==> src/rtl/hlos_pkg.sv <==
// Shared types, constants and the obstacle lookup for the horizon line-of-sight block.
`timescale 1ns / 1ps

package hlos_pkg;

    localparam int LANES       = 4;
    localparam int HEIGHT_W    = 16;
    localparam int EYE_W       = 12;
    localparam int TYPE_W      = 8;
    localparam int DIST_W      = 6;
    localparam int CLUTTER_W   = 10;
    localparam int LEVEL_W     = 18;
    localparam int RISE_W      = 19;
    localparam int PROD_W      = 27;
    localparam int ADDR_W      = 4;
    localparam int DATA_W      = 32;

    localparam int QUEUE_DEPTH = 2;
    localparam int QPTR_W      = 1;
    localparam int QCNT_W      = 2;

    // Register indexes on the configuration port
    localparam logic [1:0] REG_GROUND_CLUTTER = 2'd0;
    localparam logic [1:0] REG_TALL_COVER     = 2'd1;
    localparam logic [1:0] REG_MID_COVER      = 2'd2;

    localparam logic signed [CLUTTER_W-1:0] GROUND_CLUTTER_RESET = -10'sd15;
    localparam logic signed [CLUTTER_W-1:0] TALL_COVER_RESET     = 10'sd30;
    localparam logic signed [CLUTTER_W-1:0] MID_COVER_RESET      = 10'sd10;

    localparam logic signed [LEVEL_W-1:0] EYE_OFFSET    = 18'sd15;
    localparam logic signed [RISE_W-1:0]  HORIZON_RESET = -19'sd1000;
    localparam logic [DIST_W-1:0]         RUN_RESET     = 6'd1;

    typedef struct packed {
        logic                        ray_start;
        logic signed [HEIGHT_W-1:0]  observer_ground;
        logic [EYE_W-1:0]            eye_height;
        logic signed [HEIGHT_W-1:0]  height_0;
        logic signed [HEIGHT_W-1:0]  height_1;
        logic signed [HEIGHT_W-1:0]  height_2;
        logic signed [HEIGHT_W-1:0]  height_3;
        logic [TYPE_W-1:0]           type_0;
        logic [TYPE_W-1:0]           type_1;
        logic [TYPE_W-1:0]           type_2;
        logic [TYPE_W-1:0]           type_3;
        logic [LANES-1:0]            lane_in_map;
    } step_t;

    typedef struct packed {
        logic [LANES-1:0]  visible_mask;
        logic [DIST_W-1:0] step_distance;
    } result_t;

    typedef struct packed {
        logic signed [CLUTTER_W-1:0] ground_clutter;
        logic signed [CLUTTER_W-1:0] tall_cover;
        logic signed [CLUTTER_W-1:0] mid_cover;
    } cfg_t;

    // One classified step waiting for the horizon unit
    typedef struct packed {
        logic                              ray_start;
        logic [DIST_W-1:0]                 step_dist;
        logic [LANES-1:0]                  mask;
        logic [LANES-1:0][LEVEL_W-1:0]     dh;
        logic [LANES-1:0][LEVEL_W-1:0]     top;
    } queue_entry_t;

    typedef struct packed {
        logic         valid;
        queue_entry_t entry;
    } queue_port_t;

    // Obstacle height for a terrain type code
    function automatic logic signed [CLUTTER_W-1:0] obstacle_for(
        input logic [TYPE_W-1:0] ty,
        input cfg_t              cfg
    );
        logic signed [CLUTTER_W-1:0] h;
        if (ty inside {8'd6, 8'd7, 8'd8, [8'd26:8'd29], 8'd31})
        begin
            h = cfg.tall_cover;
        end
        else if (ty inside {[8'd32:8'd63]})
        begin
            h = cfg.mid_cover;
        end
        else
        begin
            h = cfg.ground_clutter;
        end
        return h;
    endfunction

endpackage

==> src/rtl/hlos_if.sv <==
// Valid/ready channel interfaces for step items and result items.
`timescale 1ns / 1ps

interface hlos_step_if;
    import hlos_pkg::*;

    logic  valid;
    logic  ready;
    step_t payload;

    modport source (output valid, output payload, input ready);
    modport sink (input valid, input payload, output ready);
endinterface

interface hlos_result_if;
    import hlos_pkg::*;

    logic    valid;
    logic    ready;
    result_t payload;

    modport source (output valid, output payload, input ready);
    modport sink (input valid, input payload, output ready);
endinterface

==> src/rtl/hlos_front.sv <==
// Front end: accepts step items, tracks eye level and distance, forms height differences.
`timescale 1ns / 1ps

module hlos_front #(
    parameter int MAX_RADIUS = 50
) (
    input  logic                 clk,
    input  logic                 rst_n,
    hlos_step_if.sink            step,
    input  hlos_pkg::cfg_t       cfg,
    input  logic                 queue_full,
    output hlos_pkg::queue_port_t push
);
    import hlos_pkg::*;

    localparam logic [DIST_W-1:0] MAX_DIST = DIST_W'(MAX_RADIUS);

    logic signed [LEVEL_W-1:0] eye_level_reg;
    logic signed [LEVEL_W-1:0] eye_level_next;
    logic [DIST_W-1:0]         dist_reg;
    logic [DIST_W-1:0]         dist_next;

    logic signed [LEVEL_W-1:0] eye_new;
    logic signed [LEVEL_W-1:0] eye_use;
    logic [DIST_W-1:0]         dist_use;
    logic                      accept;

    logic signed [HEIGHT_W-1:0] heights [LANES];
    logic [TYPE_W-1:0]          types [LANES];
    logic signed [LEVEL_W-1:0]  dh [LANES];
    logic signed [LEVEL_W-1:0]  top [LANES];

    assign step.ready = !queue_full;
    assign accept     = step.valid && !queue_full;

    // Pick the eye level and distance that this step sees
    always_comb
    begin
        eye_new  = LEVEL_W'(step.payload.observer_ground)
                 + LEVEL_W'(signed'({1'b0, step.payload.eye_height}))
                 - EYE_OFFSET;
        eye_use  = step.payload.ray_start ? eye_new : eye_level_reg;
        dist_use = step.payload.ray_start ? RUN_RESET : dist_reg;
    end

    // Height over eye, with and without the obstacle on top
    always_comb
    begin
        heights[0] = step.payload.height_0;
        heights[1] = step.payload.height_1;
        heights[2] = step.payload.height_2;
        heights[3] = step.payload.height_3;
        types[0]   = step.payload.type_0;
        types[1]   = step.payload.type_1;
        types[2]   = step.payload.type_2;
        types[3]   = step.payload.type_3;
        for (int i = 0; i < LANES; i++)
        begin
            dh[i]  = LEVEL_W'(heights[i]) - eye_use;
            top[i] = dh[i] + LEVEL_W'(obstacle_for(types[i], cfg));
        end
    end

    // Build the queue entry
    always_comb
    begin
        push.valid           = accept;
        push.entry.ray_start = step.payload.ray_start;
        push.entry.step_dist = dist_use;
        push.entry.mask      = step.payload.lane_in_map;
        for (int i = 0; i < LANES; i++)
        begin
            push.entry.dh[i]  = dh[i];
            push.entry.top[i] = top[i];
        end
    end

    // Latch the eye level and advance the distance, saturating at the ray radius
    always_comb
    begin
        eye_level_next = eye_level_reg;
        dist_next      = dist_reg;
        if (accept)
        begin
            eye_level_next = eye_use;
            dist_next      = (dist_use >= MAX_DIST) ? MAX_DIST : dist_use + 6'd1;
        end
    end

    always_ff @(posedge clk or negedge rst_n)
    begin
        if (!rst_n)
        begin
            eye_level_reg <= '0;
            dist_reg      <= RUN_RESET;
        end
        else
        begin
            eye_level_reg <= eye_level_next;
            dist_reg      <= dist_next;
        end
    end

    a_dist_range: assert property (@(posedge clk) disable iff (!rst_n)
        dist_reg != '0 && (dist_reg <= MAX_DIST || dist_reg == RUN_RESET))
        else $error("step distance left its range");

    a_ray_start_dist: assert property (@(posedge clk) disable iff (!rst_n)
        accept && step.payload.ray_start |=> dist_reg == ((MAX_DIST > RUN_RESET) ?
            RUN_RESET + 6'd1 : MAX_DIST))
        else $error("distance not restarted by ray start");

    a_push_dist: assert property (@(posedge clk) disable iff (!rst_n)
        push.valid && !step.payload.ray_start |-> push.entry.step_dist == dist_reg)
        else $error("queued distance differs from tracked distance");

endmodule

==> src/rtl/hlos_queue.sv <==
// Short queue between the classifying front end and the horizon unit.
`timescale 1ns / 1ps

module hlos_queue (
    input  logic                  clk,
    input  logic                  rst_n,
    input  hlos_pkg::queue_port_t push,
    input  logic                  pop,
    output logic                  full,
    output hlos_pkg::queue_port_t head
);
    import hlos_pkg::*;

    queue_entry_t      mem [QUEUE_DEPTH];
    logic [QPTR_W-1:0] wr_ptr_reg;
    logic [QPTR_W-1:0] wr_ptr_next;
    logic [QPTR_W-1:0] rd_ptr_reg;
    logic [QPTR_W-1:0] rd_ptr_next;
    logic [QCNT_W-1:0] count_reg;
    logic [QCNT_W-1:0] count_next;
    logic              do_push;
    logic              do_pop;

    assign full       = (count_reg == QCNT_W'(QUEUE_DEPTH));
    assign head.valid = (count_reg != '0);
    assign head.entry = mem[rd_ptr_reg];
    assign do_push    = push.valid && !full;
    assign do_pop     = pop && head.valid;

    // Move the pointers and the fill count
    always_comb
    begin
        wr_ptr_next = do_push ? wr_ptr_reg + 1'b1 : wr_ptr_reg;
        rd_ptr_next = do_pop ? rd_ptr_reg + 1'b1 : rd_ptr_reg;
        count_next  = count_reg;
        if (do_push && !do_pop)
        begin
            count_next = count_reg + 1'b1;
        end
        else if (do_pop && !do_push)
        begin
            count_next = count_reg - 1'b1;
        end
    end

    always_ff @(posedge clk or negedge rst_n)
    begin
        if (!rst_n)
        begin
            wr_ptr_reg <= '0;
            rd_ptr_reg <= '0;
            count_reg  <= '0;
        end
        else
        begin
            wr_ptr_reg <= wr_ptr_next;
            rd_ptr_reg <= rd_ptr_next;
            count_reg  <= count_next;
        end
    end

    // Store the entry
    always_ff @(posedge clk)
    begin
        if (do_push)
        begin
            mem[wr_ptr_reg] <= push.entry;
        end
    end

    a_count_bound: assert property (@(posedge clk) disable iff (!rst_n)
        count_reg <= QCNT_W'(QUEUE_DEPTH))
        else $error("queue count beyond depth");

    a_no_overflow: assert property (@(posedge clk) disable iff (!rst_n)
        push.valid |-> !full)
        else $error("push into full queue");

    a_no_underflow: assert property (@(posedge clk) disable iff (!rst_n)
        pop |-> head.valid)
        else $error("pop from empty queue");

endmodule

==> src/rtl/hlos_back.sv <==
// Back end: per-lane horizon compare and update, result register.
`timescale 1ns / 1ps

module hlos_back (
    input  logic                  clk,
    input  logic                  rst_n,
    input  hlos_pkg::queue_port_t head,
    output logic                  pop,
    hlos_result_if.source         result
);
    import hlos_pkg::*;

    logic signed [RISE_W-1:0] rise_reg [LANES];
    logic signed [RISE_W-1:0] rise_next [LANES];
    logic [DIST_W-1:0]        run_reg [LANES];
    logic [DIST_W-1:0]        run_next [LANES];

    logic                     res_valid_reg;
    logic                     res_valid_next;
    result_t                  res_reg;
    result_t                  res_next;

    logic signed [RISE_W-1:0] rise_cur [LANES];
    logic [DIST_W-1:0]        run_cur [LANES];
    logic signed [PROD_W-1:0] lhs_vis [LANES];
    logic signed [PROD_W-1:0] lhs_top [LANES];
    logic signed [PROD_W-1:0] rhs [LANES];
    logic [LANES-1:0]         vis;
    logic [LANES-1:0]         raise;

    assign pop            = head.valid && (!res_valid_reg || result.ready);
    assign result.valid   = res_valid_reg;
    assign result.payload = res_reg;

    // Compare each lane's slope against its horizon by cross-multiplication
    always_comb
    begin
        for (int i = 0; i < LANES; i++)
        begin
            rise_cur[i] = head.entry.ray_start ? HORIZON_RESET : rise_reg[i];
            run_cur[i]  = head.entry.ray_start ? RUN_RESET : run_reg[i];
            rhs[i]      = PROD_W'(rise_cur[i])
                        * PROD_W'(signed'({1'b0, head.entry.step_dist}));
            lhs_vis[i]  = PROD_W'(signed'(head.entry.dh[i]))
                        * PROD_W'(signed'({1'b0, run_cur[i]}));
            lhs_top[i]  = PROD_W'(signed'(head.entry.top[i]))
                        * PROD_W'(signed'({1'b0, run_cur[i]}));
            vis[i]      = head.entry.mask[i] && (lhs_vis[i] > rhs[i]);
            raise[i]    = head.entry.mask[i] && (lhs_top[i] > rhs[i]);
        end
    end

    // Raise horizons and load the result on pop; drop result valid once it is taken
    always_comb
    begin
        for (int i = 0; i < LANES; i++)
        begin
            rise_next[i] = rise_reg[i];
            run_next[i]  = run_reg[i];
            if (pop)
            begin
                rise_next[i] = raise[i] ? RISE_W'(signed'(head.entry.top[i])) : rise_cur[i];
                run_next[i]  = raise[i] ? head.entry.step_dist : run_cur[i];
            end
        end
        res_valid_next = res_valid_reg;
        res_next       = res_reg;
        if (pop)
        begin
            res_valid_next         = 1'b1;
            res_next.visible_mask  = vis;
            res_next.step_distance = head.entry.step_dist;
        end
        else if (result.ready)
        begin
            res_valid_next = 1'b0;
        end
    end

    always_ff @(posedge clk or negedge rst_n)
    begin
        if (!rst_n)
        begin
            res_valid_reg <= 1'b0;
            for (int i = 0; i < LANES; i++)
            begin
                rise_reg[i] <= HORIZON_RESET;
                run_reg[i]  <= RUN_RESET;
            end
        end
        else
        begin
            res_valid_reg <= res_valid_next;
            for (int i = 0; i < LANES; i++)
            begin
                rise_reg[i] <= rise_next[i];
                run_reg[i]  <= run_next[i];
            end
        end
    end

    // Hold the result payload
    always_ff @(posedge clk)
    begin
        res_reg <= res_next;
    end

    a_run_nonzero: assert property (@(posedge clk) disable iff (!rst_n)
        run_reg[0] != '0 && run_reg[1] != '0 && run_reg[2] != '0 && run_reg[3] != '0)
        else $error("horizon run is zero");

    a_vis_in_map: assert property (@(posedge clk) disable iff (!rst_n)
        pop |=> (res_reg.visible_mask & ~$past(head.entry.mask)) == '0)
        else $error("visible bit on lane off the map");

    a_pop_loads: assert property (@(posedge clk) disable iff (!rst_n)
        pop |=> res_valid_reg && res_reg.step_distance == $past(head.entry.step_dist))
        else $error("popped item did not reach the result register");

endmodule

==> src/rtl/horizon_line_of_sight.sv <==
// Top level of the horizon line-of-sight stepper: channels, register port, front/queue/back.
`timescale 1ns / 1ps

//  Channel   Dir   Handshake               Carries
//  step      in    valid/ready             one ray step: four lane samples + observer
//  result    out   valid/ready             visible_mask and step_distance per step
//  apb       in    psel/penable, pready=1  three 10-bit obstacle heights at 0x0/0x4/0x8
//
//  One step item is taken per cycle while the queue is not full; each step is written
//  into the queue, and its result is loaded into the output register when it is popped.
//  The horizon unit compares and updates every lane in the cycle it pops an item,
//  which sets the one-item-per-cycle rate; the front end feeds it through a 2-entry queue.
//  Reset clears horizons to -1000/1, distance to 1, eye level to 0; no clearing pass.
//  A stalled result holds in its register; the queue takes up to two more steps, then
//  drops ready until the result is taken.

module horizon_line_of_sight #(
    parameter int MAX_RADIUS = 50
) (
    input  logic                           clk,
    input  logic                           rst_n,
    hlos_step_if.sink                      step,
    hlos_result_if.source                  result,
    input  logic                           psel,
    input  logic                           penable,
    input  logic                           pwrite,
    input  logic [hlos_pkg::ADDR_W-1:0]    paddr,
    input  logic [hlos_pkg::DATA_W-1:0]    pwdata,
    output logic [hlos_pkg::DATA_W-1:0]    prdata,
    output logic                           pready
);
    import hlos_pkg::*;

    cfg_t        cfg_reg;
    cfg_t        cfg_next;
    logic        cfg_write;
    logic [1:0]  reg_index;

    queue_port_t push;
    queue_port_t head;
    logic        queue_full;
    logic        pop;

    assign pready    = 1'b1;
    assign reg_index = paddr[3:2];
    assign cfg_write = psel && penable && pwrite;

    // Decode register writes
    always_comb
    begin
        cfg_next = cfg_reg;
        if (cfg_write)
        begin
            case (reg_index)
                REG_GROUND_CLUTTER: cfg_next.ground_clutter = pwdata[CLUTTER_W-1:0];
                REG_TALL_COVER:     cfg_next.tall_cover     = pwdata[CLUTTER_W-1:0];
                REG_MID_COVER:      cfg_next.mid_cover      = pwdata[CLUTTER_W-1:0];
                default:            cfg_next = cfg_reg;
            endcase
        end
    end

    // Read back sign-extended
    always_comb
    begin
        case (reg_index)
            REG_GROUND_CLUTTER: prdata = DATA_W'(cfg_reg.ground_clutter);
            REG_TALL_COVER:     prdata = DATA_W'(cfg_reg.tall_cover);
            REG_MID_COVER:      prdata = DATA_W'(cfg_reg.mid_cover);
            default:            prdata = '0;
        endcase
    end

    always_ff @(posedge clk or negedge rst_n)
    begin
        if (!rst_n)
        begin
            cfg_reg.ground_clutter <= GROUND_CLUTTER_RESET;
            cfg_reg.tall_cover     <= TALL_COVER_RESET;
            cfg_reg.mid_cover      <= MID_COVER_RESET;
        end
        else
        begin
            cfg_reg <= cfg_next;
        end
    end

    hlos_front #(
        .MAX_RADIUS (MAX_RADIUS)
    ) u_front (
        .clk        (clk),
        .rst_n      (rst_n),
        .step       (step),
        .cfg        (cfg_reg),
        .queue_full (queue_full),
        .push       (push)
    );

    hlos_queue u_queue (
        .clk   (clk),
        .rst_n (rst_n),
        .push  (push),
        .pop   (pop),
        .full  (queue_full),
        .head  (head)
    );

    hlos_back u_back (
        .clk    (clk),
        .rst_n  (rst_n),
        .head   (head),
        .pop    (pop),
        .result (result)
    );

endmodule

==> src/flat_wrapper.sv <==
// flat-port wrapper written by rule: the top's interface ports become plain ports
module horizon_line_of_sight_flat import hlos_pkg::*;
#(
    parameter int MAX_RADIUS = 50
)
  (clk, rst_n, psel, penable, pwrite, paddr, pwdata, prdata, pready, step_valid, step_payload, step_ready, result_valid, result_payload, result_ready);
  hlos_step_if step_i ();
  hlos_result_if result_i ();
  input  logic clk;
  input  logic rst_n;
  input  logic psel;
  input  logic penable;
  input  logic pwrite;
  input  logic [hlos_pkg::ADDR_W-1:0] paddr;
  input  logic [hlos_pkg::DATA_W-1:0] pwdata;
  output logic [hlos_pkg::DATA_W-1:0] prdata;
  output logic pready;
  input wire logic [$bits(step_i.valid)-1:0] step_valid;
  input wire logic [$bits(step_i.payload)-1:0] step_payload;
  output wire logic [$bits(step_i.ready)-1:0] step_ready;
  output wire logic [$bits(result_i.valid)-1:0] result_valid;
  output wire logic [$bits(result_i.payload)-1:0] result_payload;
  input wire logic [$bits(result_i.ready)-1:0] result_ready;
  assign step_i.valid = step_valid;
  assign step_i.payload = step_payload;
  assign step_ready = step_i.ready;
  assign result_valid = result_i.valid;
  assign result_payload = result_i.payload;
  assign result_i.ready = result_ready;
  horizon_line_of_sight #(.MAX_RADIUS(MAX_RADIUS)) u_core (.clk(clk), .rst_n(rst_n), .step(step_i), .result(result_i), .psel(psel), .penable(penable), .pwrite(pwrite), .paddr(paddr), .pwdata(pwdata), .prdata(prdata), .pready(pready));
endmodule
==> config.mk <==
export PLATFORM = sky130hd
export DESIGN_NAME = horizon_line_of_sight_flat
export DESIGN_NICKNAME = d
export VERILOG_FILES = /design/src/rtl/hlos_pkg.sv /design/src/rtl/hlos_if.sv /design/src/rtl/hlos_front.sv /design/src/rtl/hlos_queue.sv /design/src/rtl/hlos_back.sv /design/src/rtl/horizon_line_of_sight.sv /design/src/flat_wrapper.sv
export SDC_FILE = /design/constraint.sdc
export NUM_CORES = 2
export LEC_CHECK = 0
export BUFFER_PORTS_ARGS = -buffer_cell sky130_fd_sc_hd__buf_2
export CAP_MARGIN = 20
export CORE_UTILIZATION = 57
export DETAILED_ROUTE_END_ITERATION = 12
export HOLD_SLACK_MARGIN = 0.12
export PLACE_DENSITY = 0.74
export SYNTH_ARGS = -nofsm -noshare
export SYNTH_HDL_FRONTEND = slang
export SYNTH_SLANG_ARGS = --single-unit
==> constraint.sdc <==
create_clock -name clk -period 10.68 [get_ports clk]
set_input_delay 2.136 -clock clk [delete_from_list [all_inputs] [get_ports clk]]
set_output_delay 2.136 -clock clk [all_outputs]
set_load 0.1 [all_outputs]
# Word-level counts from Yosys, hierarchy flattened
# Memory sizes are Yosys's and may differ from the RTL's.
# Cells that the tools add are included.
# totals
output_inout_bits	45
n_memories	1
elab_cells	165
register_bits	169
ramBits	310
# memory_table
memory	words	word_bits	read_ports	rd_ports_with_merged_regs	write_ports	line	source
u_core.u_queue.mem	2	155	1	0	1	hlos_queue.sv:14	queue_entry_t mem [QUEUE_DEPTH];
# op_classes
n_eq_ne	19
n_mux	34
multipliers	12
n_addsub	15
n_lt_le_gt_ge	25
n_reduce_logical	40
# op_table
cell	n
25-bit by 26-bit > comparator with 1-bit output	8
18-bit by 7-bit multiplier with 25-bit output	8
19-bit 2-to-1 mux	8
19-bit by 7-bit multiplier with 26-bit output	4
32-bit case mux with 3 select lines	1
10-bit 2-to-1 mux	8
18-bit by 10-bit adder with 18-bit output	4
16-bit by 18-bit subtractor with 18-bit output	4
8-bit by 3-bit equality test with 1-bit output (second input constant)	8
6-bit 2-to-1 mux	10
8-bit by 4-bit equality test with 1-bit output (second input constant)	4
8-bit by 5-bit equality test with 1-bit output (second input constant)	4
8-bit by 5-bit >= comparator with 1-bit output (second input constant)	4
8-bit by 6-bit >= comparator with 1-bit output (second input constant)	4
8-bit by 5-bit <= comparator with 1-bit output (second input constant)	4
8-bit by 6-bit <= comparator with 1-bit output (second input constant)	4
1-bit logical AND	24
5-bit nonzero test	4
18-bit 2-to-1 mux	1
17-bit by 5-bit subtractor with 18-bit output (second input constant)	1
16-bit by 13-bit adder with 17-bit output	1
6-bit by 1-bit adder with 6-bit output (second input constant)	1
6-bit >= comparator (second input constant)	1
2-bit AND reduction	3
other kinds (11)	22

# Logic depth before layout (Yosys ltp)
# depth
word_depth	8
depth_mapped	39
depth_no_buf	33

# Cells and area by module
# A second synthesis with hierarchy kept.
# hier_totals
hier_cells	8497
area_unflattened_um2	79243.5
# by_module_without_submodules
mod	n_inst	cells_each	seq_area_each_um2	area_per_inst_um2
hlos_back	1	6585	2887.8	56968.4
hlos_queue	1	501	9409.0	11437.2
hlos_front	1	1287	601.8	9302.7
horizon_line_of_sight	1	124	767.0	1535.2

# Worst setup path after synthesis
# OpenSTA, ideal clock, no wires.
# synth_timing
path_type	input to register
startpoint	input step_valid
endpoint	memory u_core.u_queue.mem[0][0] (netlist bit), enable pin
arrival_ns	8.921
stages	3
path_slack_ns	1.087
setup_time_ns	0.672
required_ns	10.008
n_path_buf	1
cell_sequence	nand2_1 clkbuf_1 nor2_1
# synth_between
elab_chain_cells	4
# synth_lines
item	line	source
from (decl)	flat_wrapper.sv:18	input wire logic [$bits(step_i.valid)-1:0] step_valid;
1-bit logical AND	hlos_front.sv:34	assign accept = step.valid && !queue_full;
1-bit logical AND	hlos_queue.sv:27	assign do_push = push.valid && !full;
1-bit 2-to-1 mux	hlos_queue.sv:65	if (do_push)
1-bit 2-to-1 mux (not written as such)	hlos_queue.sv:67	mem[wr_ptr_reg] <= push.entry;
to (decl)	hlos_queue.sv:14	
# Every way passes these cells.

# Worst setup path after layout
# layout_timing
startpoint	register u_core.u_queue.rd_ptr_reg
endpoint	register u_core.u_back.rise_reg[47] (netlist bit)
# layout_between
elab_chain_cells	6
elab_cells_between_ends	8
cone_classes	mul (2); order compare (1); mux (3); reduce/logical (1); memory (1)
# layout_lines
item	line	source
from (decl)	hlos_queue.sv:17	logic [QPTR_W-1:0] rd_ptr_reg;
from (signal assigned)	hlos_queue.sv:57	rd_ptr_reg <= rd_ptr_next;
memory read 2 x 155 bit *	-	
19-bit 2-to-1 mux / 6-bit 2-to-1 mux (equally long branches)	hlos_back.sv:40, hlos_back.sv:41	
19-bit by 7-bit multiplier with 26-bit output / 18-bit by 7-bit multiplier with 25-bit output (equally long branches)	hlos_back.sv:43, hlos_back.sv:47	
25-bit by 26-bit > comparator with 1-bit output	hlos_back.sv:49	raise[i] = head.entry.mask[i] && (lhs_top[i] > rhs[i]);
1-bit logical AND	hlos_back.sv:49	
19-bit 2-to-1 mux *	hlos_back.sv:62	rise_next[i] = raise[i] ? RISE_W'(signed'(head.entry.top[i])) : rise_cur[i];
to (signal, indexed assignment)	hlos_back.sv:96	rise_reg[i] <= rise_next[i];
to (decl)	hlos_back.sv:13	logic signed [RISE_W-1:0] rise_reg [LANES];
# Mark *: on every way between the ends. The rest lies on a longest branch, timed or not.
# A chain may end at the register's enable or synchronous reset.

==> results.py <==
metrics = {
    "status": {
        "status": "completed",
    },
    "yosys": {
        "synth.distinct_cells": 101,
        "synthSimpleGateAreaFrac": 0.142,
        "synth_top_family_by_area": "adder cells",
        "synthArstFlopShare": 0.332,
        "yosysWarnings": 0,
        "ys.flop_type": "edfxtp_1",
        "syn_area_per_cell_um2": 9.08,
        "synth_compound_gate_area_share": 0.105,
        "synth_edf_count": 320,
        "synth_xor_area_frac": 0.0485,
        "netlist.area_leader.share": 0.242,
        "synthMuxAreaShare": 0.0471,
        "synth-seq-area-share": 0.178,
        "syn-cell-area_um2": 76600,
        "ys_seq_elements": 479,
        "synth_area_leader_cell": "fa_1",
        "postSynthCellCount": 8438,
        "netlist_top_cells_area": "fa_1 24%, ha_1 16%, edfxtp_1 13%, nor2_1 6.9%, inv_1 6.7%",
        "syn_nets": 10500,
        "yosys.area_share.adder": 0.398,
    },
    "clock_tree": {
        "cts_buffers": 56,
        "path_clk_slew_ns": 0.06,
        "cts_tree": "yes",
        "clk_latency_ns": 0.72,
        "cts_resized": 0,
        "cts.htree.levels": 2,
        "cts.sinks": 479,
        "clockRootBuffer": "clkbuf_16",
        "clockBufferDepth": 3,
        "holdBufCountCts": 0,
        "postCtsSetupBuffers": 0,
    },
    "grt": {
        "grt_pass1_wl_um": 326000,
        "grt.overflow.total": 0,
        "antenna_found_initial": 24,
        "grtUsageTotal": 0.302,
        "grt_max_degree": 73,
        "grt_pass1_vias": 62100,
    },
    "worst_setup_path": {
        "worst_path_max_delay_cell": "mux2i_1",
        "r2r_setup_slack_ns": 1.00,
        "r2r_end": "u_core.u_back.rise_reg[47]",
        "path_class": "reg -> reg",
        "crit_arrival_ns": 10.20,
        "crit_required_ns": 11.20,
        "endpoint_kind": "flip-flop",
        "ff2ff_path_depth": 28,
        "slowest_delay_ns": 1.02,
        "path_max_fanout": 27,
        "r2r-start": "u_core.u_queue.rd_ptr_reg",
        "crit_path_start_kind": "flip-flop",
        "cpMostUsedCell": "fa_1",
        "crit_start": "u_core.u_queue.rd_ptr_reg",
    },
    "floorplan": {
        "die_w_um": 369,
        "initial_core_util": 0.574,
        "die-area_um2": 136000,
        "die_y_um": 369,
        "row_count": 134,
        "io_pins": 217,
        "fp.coreArea_um2": 133000,
    },
    "finish": {
        "fill_cells": 11400,
        "layout_common_cells": "1405 x nor2_1, 1364 x inv_1, 954 x ha_1",
        "drive_above_1_share": 0.0774,
        "final_area_um2": 81900,
        "layout_commonest_cell": "nor2_1",
        "syn2layout_area_growth_pct": 6.84,
        "final_util": 0.613,
        "nets": 10600,
        "largest_reg_flops": 310,
    },
    "timing": {
        "report.final.hold_viol_count": 0,
        "fin_crit_sh": 0.906,
        "max_slew_margin": 0.188,
        "clock_skew_ns": 0.0746,
        "rsz0062_at_grt": "false",
        "min_period_ns": 9.68,
        "tightest_slew_ns": 1.18,
        "fin_setup_tns_ns": 0,
        "whs_ns": 0.480,
        "report.final.slew_viol_count": 0,
        "setup_viol": 0,
        "fmax_ghz": 0.103,
    },
    "routing": {
        "avgRoutedWirePerCell_um": 19.5,
        "ant_nets": 0,
        "drcViolationCount": 0,
        "drtIter0Drc": 4412,
        "vias": 60300,
        "wl_met1_um": 86600,
        "met2_length_um": 93200,
        "drt-total-wl_um": 202000,
        "top_layer": "met5",
        "wl_met3_um": 16600,
        "via_per_inst": 5.80,
        "firstDrtPassIters": 6,
    },
    "hold_path": {
        "min_to": "u_core.u_front.eye_level_reg[16]",
        "min_path_type": "reg -> reg",
        "whs_path_depth": 2,
        "hp-start": "u_core.u_front.eye_level_reg[16]",
    },
    "placed_design": {
        "routabilityCongestion": 0.943,
        "portBuffers": 191,
        "place_area_um2": 79900,
        "dp_hpwl_um": 164000,
    },
    "flow_run": {
        "drv_cap": 0,
    },
}
[through the flow]
| stage | setup slack, ns | std cells |
|---|---|---|
| after floorplan | 1.09 | 8438 |
| after global placement | 1.23 | 10300 |
| after detailed placement | 1.02 | 10300 |
| after CTS | 1.04 | 10400 |
| after global routing | 0.496 | 10400 |
| final | 1.00 | 10400 |
[final cells by class]
class                           count  area [um^2]  share of cell area
Clock inverter                     37          453             0.00553
Tap cell                         1768         2210              0.0270
Timing Repair Buffer              308         1960              0.0239
Antenna cell                        5         12.5            0.000153
Clock buffer                       68         1480              0.0180
Multi-Input combinational cell   6355        57000               0.696
Sequential cell                   479        13700               0.167
Inverter                         1367         5130              0.0627
[cell usage after synthesis, types with 16 or more instances]
cell and instances:
a2111oi_0 18, a211o_1 16, a211oi_1 28, a21boi_0 16, a21o_1 164, a21oi_1 400, a31oi_1 24, and2_1 21
and3_1 79, and4_1 16, buf_1 27, buf_2 22, buf_4 25, clkbuf_1 161, dfrtp_1 97, dfstp_2 62
edfxtp_1 320, fa_1 925, ha_1 954, inv_1 1367, mux2_2 46, mux2i_1 309, nand2_1 294, nand2b_1 82
nand3_1 152, nand4_1 37, nor2_1 1409, nor2b_1 59, nor3_1 86, o2111ai_1 16, o211ai_1 31, o21a_1 79
o21ai_0 240, o21bai_1 62, o31ai_1 23, or2_2 104, or3_1 23, xnor2_1 318, xor2_1 102
[cell families (layout without fill, tap and decap cells)]
group / count (synthesis) / after routing
XOR/XNOR: 422 / 422
other: 1 / 6
adder cells (fa/ha/maj): 1887 / 1887
AND/OR/NAND/NOR: 2442 / 2442
multiplexers: 355 / 355
flip-flops: 479 / 479
buffers and inverters: 1604 / 1780
AO/OA/AOI/OAI: 1248 / 1248
[worst max path at each step]
stage                                                  to  slack (ns)
final                          u_core.u_back.rise_reg[47]        1.00
after floorplan                  u_core.u_queue.mem[0][0]        1.09
after detailed placement  u_core.u_back.result.payload[8]        1.02
after CTS                      u_core.u_back.rise_reg[30]        1.04
after global placement         u_core.u_back.rise_reg[21]        1.23
after global routing           u_core.u_back.rise_reg[28]        0.50
[per-layer routing]
layer | vias to the layer above | GRT usage
met4 | 22 | 0.0858
li1 | 28100 | -
met3 | 323 | 0.0526
met1 | 29900 | 0.411
met5 | - | 0
met2 | 1962 | 0.495
[worst max-delay path, delay by kind of cell (launching register included)]
family | cells | cell delay (ns)
flops | 1 | 0.90
simple gates | 7 | 1.56
mux | 2 | 1.19
buf+inv | 4 | 0.90
fa+ha+maj | 6 | 2.78
xor+xnor | 1 | 0.23
compound gates | 8 | 1.89
Power is left out: the tool's default activity adds up to more than one toggle a clock period on the data nets, which glitch-free logic cannot reach.
